[src/design/ptrgb_pkg.sv]
`timescale 1ns / 1ps
// Package for the planar tile to RGB pixel decoder.
// Holds sheet geometry, register indexes and the types shared by the decoder modules.
package ptrgb_pkg;

	localparam int SHEET_WIDTH   = 128;
	localparam int SHEET_HEIGHT  = 128;
	localparam int TILES_PER_ROW = SHEET_WIDTH / 8;
	localparam int TILES_PER_COL = SHEET_HEIGHT / 8;

	localparam int COORD_W = 7;
	localparam int TX_W    = COORD_W - 3;
	localparam int COLOR_W = 24;
	localparam int REG_IDX_W = 3;

	localparam logic [REG_IDX_W-1:0] REG_COLOR_ZERO  = 3'd0;
	localparam logic [REG_IDX_W-1:0] REG_COLOR_ONE   = 3'd1;
	localparam logic [REG_IDX_W-1:0] REG_COLOR_TWO   = 3'd2;
	localparam logic [REG_IDX_W-1:0] REG_COLOR_THREE = 3'd3;
	localparam logic [REG_IDX_W-1:0] REG_START_TILE  = 3'd4;

	typedef logic [3:0][COLOR_W-1:0] palette_t;

	// One row of eight pixels waiting to be emitted.
	typedef struct packed {
		logic [7:0]         hi;
		logic [7:0]         lo;
		logic [TX_W-1:0]    tx;
		logic [COORD_W-1:0] y;
	} row_job_t;

	typedef struct packed {
		logic pend;
		logic act;
	} emit_status_t;

endpackage

[src/design/planar_tile_to_rgb_pixels_top.sv]
`timescale 1ns / 1ps
// Top level of the planar tile to RGB pixel decoder.
// Depends on ptrgb_pkg and ptrgb_emit.
//
// Usage:
//   Input channel (in_valid / in_stall) carries tile bytes, 16 per tile: eight
//   low-plane rows, then eight high-plane rows. first_of_range restarts at byte 0
//   of the tile slot held in the start_tile register.
//   Output channel (out_valid / out_stall) carries one pixel per transaction:
//   sheet x/y, the RGB of the palette entry picked by the two plane bits, and
//   row_done on the eighth pixel of each row.
//   Configuration: cfg_we writes cfg_data to register cfg_index (0..3 palette,
//   4 start tile); other indexes are dropped. Write only while idle.
// Timing:
//   A low-plane byte is stored and yields nothing. A high-plane byte enters the
//   queue slot, moves to the active row once the emitter is free, and each pixel
//   passes the output register; then one pixel per cycle while the output is not
//   stalled. The emitter holds one active and one queued row; in_stall is high
//   while the queue slot is full. Rows of a tile follow with no gap, but each
//   tile's first row refills the empty emitter, leaving a gap before its pixels.
// Reset clears palette, start tile, byte position, tile slot and all valids.
// A stalled receiver holds the output register; the emitter and then the input
// back up behind it without losing a transaction.
module planar_tile_to_rgb_pixels_top (
	input  logic                                clk,
	input  logic                                arst_n,
	input  logic                                in_valid,
	output logic                                in_stall,
	input  logic [7:0]                          plane_byte,
	input  logic                                first_of_range,
	output logic                                out_valid,
	input  logic                                out_stall,
	output logic [6:0]                          pixel_x,
	output logic [6:0]                          pixel_y,
	output logic [7:0]                          red,
	output logic [7:0]                          green,
	output logic [7:0]                          blue,
	output logic                                row_done,
	input  logic                                cfg_we,
	input  logic [ptrgb_pkg::REG_IDX_W-1:0]     cfg_index,
	input  logic [ptrgb_pkg::COLOR_W-1:0]       cfg_data
);
	import ptrgb_pkg::*;

	palette_t     palette_q;
	logic [7:0]   start_tile_q;
	logic [3:0]   pos_q;
	logic [7:0]   slot_q;
	logic [7:0]   low_rows_q [8];

	logic         in_acc;
	logic [3:0]   eff_pos;
	logic [7:0]   eff_slot;
	logic         is_high;
	logic         job_valid;
	row_job_t     job;
	emit_status_t status;
	logic [TX_W-1:0] tile_x;
	logic [3:0]   tile_y;

	// Configuration registers.
	always_ff @(posedge clk or negedge arst_n) begin
		if (!arst_n) begin
			palette_q    <= '0;
			start_tile_q <= 8'd0;
		end else if (cfg_we) begin
			case (cfg_index)
				REG_COLOR_ZERO:  palette_q[0] <= cfg_data;
				REG_COLOR_ONE:   palette_q[1] <= cfg_data;
				REG_COLOR_TWO:   palette_q[2] <= cfg_data;
				REG_COLOR_THREE: palette_q[3] <= cfg_data;
				REG_START_TILE:  start_tile_q <= cfg_data[7:0];
				default:         ;
			endcase
		end
	end

	// Accept whenever the emitter queue slot is open.
	assign in_stall = status.pend;
	assign in_acc   = in_valid && !in_stall;

	// A range restart takes effect before the byte is handled.
	assign eff_pos  = first_of_range ? 4'd0 : pos_q;
	assign eff_slot = first_of_range ? start_tile_q : slot_q;
	assign is_high  = eff_pos[3];

	// Sheet placement: sheet dimensions in tiles are powers of two.
	assign tile_x = TX_W'(eff_slot % TILES_PER_ROW);
	assign tile_y = 4'((eff_slot / TILES_PER_ROW) % TILES_PER_COL);

	assign job_valid = in_acc && is_high;
	assign job.hi    = plane_byte;
	assign job.lo    = low_rows_q[eff_pos[2:0]];
	assign job.tx    = tile_x;
	assign job.y     = {tile_y, eff_pos[2:0]};

	// Byte position and tile slot; position wraps from 15 to 0 on its own.
	always_ff @(posedge clk or negedge arst_n) begin
		if (!arst_n) begin
			pos_q  <= 4'd0;
			slot_q <= 8'd0;
		end else if (in_acc) begin
			pos_q <= eff_pos + 4'd1;
			if (eff_pos == 4'd15) begin
				slot_q <= eff_slot + 8'd1;
			end else begin
				slot_q <= eff_slot;
			end
		end
	end

	// Low plane rows: written before read in every tile, so no reset.
	always_ff @(posedge clk) begin
		if (in_acc && !is_high) begin
			low_rows_q[eff_pos[2:0]] <= plane_byte;
		end
	end

	ptrgb_emit u_emit (
		.clk       (clk),
		.arst_n    (arst_n),
		.job_valid (job_valid),
		.job       (job),
		.palette   (palette_q),
		.status    (status),
		.out_valid (out_valid),
		.out_stall (out_stall),
		.pixel_x   (pixel_x),
		.pixel_y   (pixel_y),
		.red       (red),
		.green     (green),
		.blue      (blue),
		.row_done  (row_done)
	);

	// A row queued behind an idle emitter goes active on the next cycle.
	a_pend_needs_act: assert property (@(posedge clk) disable iff (!arst_n)
		(status.pend && !status.act) |=> status.act)
		else $error("queued row not moved into idle emitter");

	// row_done marks exactly the rightmost pixel of a tile row.
	a_row_done_x: assert property (@(posedge clk) disable iff (!arst_n)
		out_valid |-> (row_done == (pixel_x[2:0] == 3'd7)))
		else $error("row_done out of step with pixel_x");

	// The last byte of a tile advances the slot by one.
	a_slot_advance: assert property (@(posedge clk) disable iff (!arst_n)
		(in_acc && eff_pos == 4'd15) |=> (slot_q == $past(eff_slot) + 8'd1))
		else $error("tile slot did not advance at end of tile");

	// A high-plane byte leaves the queue slot occupied.
	a_job_queued: assert property (@(posedge clk) disable iff (!arst_n)
		job_valid |=> status.pend)
		else $error("accepted row not queued");

endmodule

[src/design/ptrgb_emit.sv]
`timescale 1ns / 1ps
// Row emitter: one queued row job, one active row, and the pixel output register.
// Depends on ptrgb_pkg for the job, palette and status types.
module ptrgb_emit (
	input  logic                     clk,
	input  logic                     arst_n,
	input  logic                     job_valid,
	input  ptrgb_pkg::row_job_t      job,
	input  ptrgb_pkg::palette_t      palette,
	output ptrgb_pkg::emit_status_t  status,
	output logic                     out_valid,
	input  logic                     out_stall,
	output logic [6:0]               pixel_x,
	output logic [6:0]               pixel_y,
	output logic [7:0]               red,
	output logic [7:0]               green,
	output logic [7:0]               blue,
	output logic                     row_done
);
	import ptrgb_pkg::*;

	row_job_t           pend_q;
	row_job_t           job_q;
	logic               pend_valid_q;
	logic               act_q;
	logic [2:0]         k_q;
	logic               out_valid_q;
	logic               load_out;
	logic               emit;
	logic               act_free;
	logic [2:0]         bit_sel;
	logic [1:0]         pix_idx;
	logic [COLOR_W-1:0] rgb;

	assign load_out = !out_valid_q || !out_stall;
	assign emit     = act_q && load_out;
	assign act_free = !act_q || (emit && (k_q == 3'd7));
	assign bit_sel  = ~k_q;
	assign pix_idx  = {job_q.hi[bit_sel], job_q.lo[bit_sel]};
	assign rgb      = palette[pix_idx];

	always_ff @(posedge clk or negedge arst_n) begin
		if (!arst_n) begin
			pend_valid_q <= 1'b0;
			act_q        <= 1'b0;
			k_q          <= 3'd0;
			out_valid_q  <= 1'b0;
		end else begin
			if (job_valid) begin
				pend_valid_q <= 1'b1;
			end else if (act_free && pend_valid_q) begin
				pend_valid_q <= 1'b0;
			end
			if (act_free) begin
				act_q <= pend_valid_q;
				k_q   <= 3'd0;
			end else if (emit) begin
				k_q <= k_q + 3'd1;
			end
			if (load_out) begin
				out_valid_q <= emit;
			end
		end
	end

	always_ff @(posedge clk) begin
		if (job_valid) begin
			pend_q <= job;
		end
		if (act_free && pend_valid_q) begin
			job_q <= pend_q;
		end
		if (emit) begin
			pixel_x  <= {job_q.tx, k_q};
			pixel_y  <= job_q.y;
			red      <= rgb[23:16];
			green    <= rgb[15:8];
			blue     <= rgb[7:0];
			row_done <= (k_q == 3'd7);
		end
	end

	assign out_valid   = out_valid_q;
	assign status.pend = pend_valid_q;
	assign status.act  = act_q;

endmodule

[config.mk]
export PLATFORM = sky130hd
export DESIGN_NAME = planar_tile_to_rgb_pixels_top
export DESIGN_NICKNAME = d
export VERILOG_FILES = /design/src/design/ptrgb_pkg.sv /design/src/design/planar_tile_to_rgb_pixels_top.sv /design/src/design/ptrgb_emit.sv
export SDC_FILE = /design/constraint.sdc
export NUM_CORES = 1
export LEC_CHECK = 0
export ABC_AREA = 1
export BUFFER_PORTS_ARGS = -buffer_cell sky130_fd_sc_hd__buf_2
export CAP_MARGIN = 20
export CORE_ASPECT_RATIO = 1.4
export CORE_UTILIZATION = 36
export DETAILED_ROUTE_END_ITERATION = 8
export HOLD_SLACK_MARGIN = 0.03
export PLACE_DENSITY = 0.52
export SKIP_CTS_REPAIR_TIMING = 1
export SLEW_MARGIN = 0
export SYNTH_ARGS = -nofsm -noshare
export SYNTH_HDL_FRONTEND = slang
export SYNTH_SLANG_ARGS = --single-unit
export TNS_END_PERCENT = 30
[constraint.sdc]
create_clock -name clk -period 3.4 [get_ports clk]
set_input_delay 0.17 -clock clk [delete_from_list [all_inputs] [get_ports clk]]
set_output_delay 0.17 -clock clk [all_outputs]
set_load 0.005 [all_outputs]
==> impl_metrics.env <==
export IMPL_status="complete, no violations"
export IMPL_yosys_area_top_type="edfxtp_1"
export IMPL_tightest_slew_ns=0.9640
export IMPL_p_leak_nw=5.957
export IMPL_synth_edf_count=157
export IMPL_die_area_um2=32800
export IMPL_yosysUniqueCellTypes=35
export IMPL_p_per_area_nw_per_um2=783.5
export IMPL_insertion_delay_ns=0.53
export IMPL_final_nets=1241
export IMPL_port_buffers=81
export IMPL_power_frac_comb_pct=26.0
export IMPL_cts_tree="yes"
export IMPL_wirelength_um=25420
export IMPL_internal_power_mw=7.291
export IMPL_antenna_found_initial=1
export IMPL_placementRows=77
export IMPL_viasPerCell=4.823
export IMPL_stdcell_area_um2=13630
export IMPL_core_area_um2=31600
export IMPL_net_switching_power_mw=3.387
export IMPL_synth_area_leaders="edfxtp_1 41%, dfrtp_1 26%, nand2_1 9.9%"
export IMPL_postSynthNetCount=1132
export IMPL_worst_r2r_setup_slack_ns=0.92
export IMPL_switching_share_pct=31.72
export IMPL_hold_slack_ns=0.001446
export IMPL_rsz0062_at_grt="no"
export IMPL_dieWidth_um=153.4
export IMPL_grt_max_degree=73
export IMPL_finalSetupViolCount=0
export IMPL_dieHeight_um=213.9
export IMPL_critPathCaptureType="register"
export IMPL_htree_levels=1
export IMPL_syn_cell_area_um2=11540
export IMPL_cts_made_buffers=29
export IMPL_grt_pass1_vias=7643
export IMPL_grt_pass1_wl_um=40700
export IMPL_clock_skew_ns=0.005729
export IMPL_finalHoldViolations=0
export IMPL_clock_root_buffer="clkbuf_16"
export IMPL_synth_warnings=0
export IMPL_ir_drop_uv=443.0
export IMPL_initial_core_util_pct=36.53
export IMPL_max_freq_mhz=403.7
export IMPL_clock_sinks=279
export IMPL_hold_end="palette_q[28]"
export IMPL_maxCapViolCount=0
export IMPL_area_growth_pct=18.06
export IMPL_hpwl_um=16210
export IMPL_syn_inst=1087
export IMPL_period_minus_slack_ns=2.477
export IMPL_synth_common_cells="306 x nand2_1, 157 x edfxtp_1, 131 x o21ai_0, 122 x dfrtp_1, 88 x nand3_1"
export IMPL_gr_total_overflow=0
export IMPL_drt_iter0_markers=397
export IMPL_async_flop_share_pct=43.73
export IMPL_criticalPathCategory="reg -> reg"
export IMPL_num_vias=7780
export IMPL_synth_ff_type="edfxtp_1"
export IMPL_crit_start="u_emit.k_q[0]"
export IMPL_netlist_area_leader_share_pct=40.84
export IMPL_cp_data_required_time_ns=3.64
export IMPL_period_share_pct=72.86
export IMPL_routabilityCongestion=0.8052
export IMPL_slew_headroom_pct=35.73
export IMPL_hold_class="in -> reg"
export IMPL_ant_nets=0
export IMPL_clk_pin_slew_ns=0.06
export IMPL_dpl_instance_area_um2=12340
export IMPL_drive_gt1_share_pct=15.93
export IMPL_cts_buffer_depth=3
export IMPL_worstReg2RegEnd="u_emit.job_q[19]"
export IMPL_seq_power_share_pct=43.1
export IMPL_start_kind="register"
export IMPL_clockPowerShare_pct=30.9
export IMPL_diodes=0
export IMPL_drt_pass1_iter_count=5
export IMPL_reg2reg_from="u_emit.k_q[0]"
export IMPL_hold_depth=3
export IMPL_postSynthRegisterBits=279
export IMPL_grtUsageTotal_pct=15.71
export IMPL_reg2reg_depth=7
export IMPL_synth_most_common_cell="nand2_1"
export IMPL_crit_fanout=18
export IMPL_detail_route_wl_per_cell_um=15.76
export IMPL_holdCritStartpoint="cfg_data[4]"
export IMPL_tns_ns=0
export IMPL_syn_area_per_cell_um2=10.62
export IMPL_yosysSeqAreaShare_pct=67.28
export IMPL_design_portCount=82
export IMPL_arrival_ns=2.72
export IMPL_drcViolationCount=0
export IMPL_timing_final_max_slew_violations=0
-- logic make-up (layout without fill, tap and decap cells) --
logic type / count (synthesis) / in the layout / synth area share, %
flops: 279 / 279 / 67.28
simple gates: 496 / 496 / 19.06
compound gates: 162 / 162 / 7.326
fa+ha+maj: 4 / 4 / 0.4335
buf+inv: 146 / 277 / 5.896
-- through the flow --
stage	std cells	util [%]	worst slack (ns)	power, mW
after floorplan	1087	-	0.6995	6.650
after global placement	1531	39.05	0.7843	7.455
after detailed placement	1531	39.05	0.7106	7.485
after CTS	1584	42.21	0.8449	10.82
after global routing	1613	43.13	0.6045	11.36
final	1613	43.13	0.9227	10.68
-- worst max-delay path, cell delays in order, from the launching register on --
cell	delay, ns
dfrtp_1	0.59
ha_1	0.23
ha_1	0.16
inv_1	0.07
o21ai_0	0.30
inv_1	0.12
nor2_2	0.48
buf_12	0.23
-- placed cells by master (no fill, tap or decap) --
master	n
nand2_2	24
clkinvlp_4	1
o221ai_1	1
nand3_4	1
or2_1	1
o21bai_1	2
ha_1	4
o211ai_1	2
clkbuf_16	29
inv_6	2
edfxtp_1	157
nor2_2	5
buf_2	80
nand3_1	88
nor2_1	28
bufinv_16	6
clkinv_2	10
nor2_4	1
nand3_2	2
nor4_1	5
clkinv_4	1
o21ai_0	131
buf_12	3
clkbuf_1	2
inv_2	3
dfrtp_1	122
nand4_1	6
inv_1	86
clkinv_1	3
o22ai_1	8
a31oi_1	2
dlygate4sd3_1	29
nand2_1	306
o21ai_2	1
buf_4	22
o21ai_1	4
o21a_1	2
a21oi_1	9
nand3b_1	26
or2_2	3
-- area by class of cell --
cell class / instances / area (µm²)
fillers: 3049 / 17970
flip-flops and latches: 279 / 7767
multi-input cells: 662 / 3109
repair buffers: 134 / 915.9
clock buffers: 31 / 733.2
well taps: 395 / 494.2
inverters: 90 / 342.8
clock inverters: 22 / 266.5
-- routing by layer --
metal,vias to the layer above,wire [µm],global-route usage [%]
met5,-,13,0
li1,3862,-,-
met3,46,1198,2.405
met4,2,634,4.966
met1,3675,10730,19.00
met2,195,12840,28.75
-- worst max-delay path by stage --
stage                       end  slack (ns)
2_1_floorplan   u_emit.job_q[0]        0.70
6_report       u_emit.job_q[19]        0.92
5_1_grt        u_emit.job_q[14]        0.60
4_1_cts        u_emit.job_q[13]        0.84
3_5_place_dp          slot_q[6]        0.71
3_3_place_gp          slot_q[7]        0.78
-- power groups by stage --
stage | registers (mW) | logic [mW] | clock network, mW
final | 4.61 | 2.78 | 3.29
after global routing | 4.67 | 3.18 | 3.51
after CTS | 4.61 | 2.82 | 3.39
after detailed placement | 4.67 | 2.81 | 0
after global placement | 4.67 | 2.79 | 0
after floorplan | 4.61 | 2.04 | 0
-- flip-flops by register name, summed over array words and instances (netlist names) --
| register | count |
|---|---|
| low_rows_q | 64 |
| u_emit.act_q | 1 |
| pos_q | 4 |
| u_emit.pixel_y | 7 |
| u_emit.pixel_x | 7 |
| slot_q | 8 |
| start_tile_q | 8 |
| u_emit.green | 8 |
| u_emit.red | 8 |
| u_emit.blue | 8 |
| u_emit.pend_q | 27 |
| palette_q | 96 |
| u_emit.k_q | 3 |
| u_emit.pend_valid_q | 1 |
| u_emit.out_valid | 1 |
| u_emit.row_done | 1 |
| u_emit.job_q | 27 |
No activity file was read; power rests on OpenSTA's default activity.
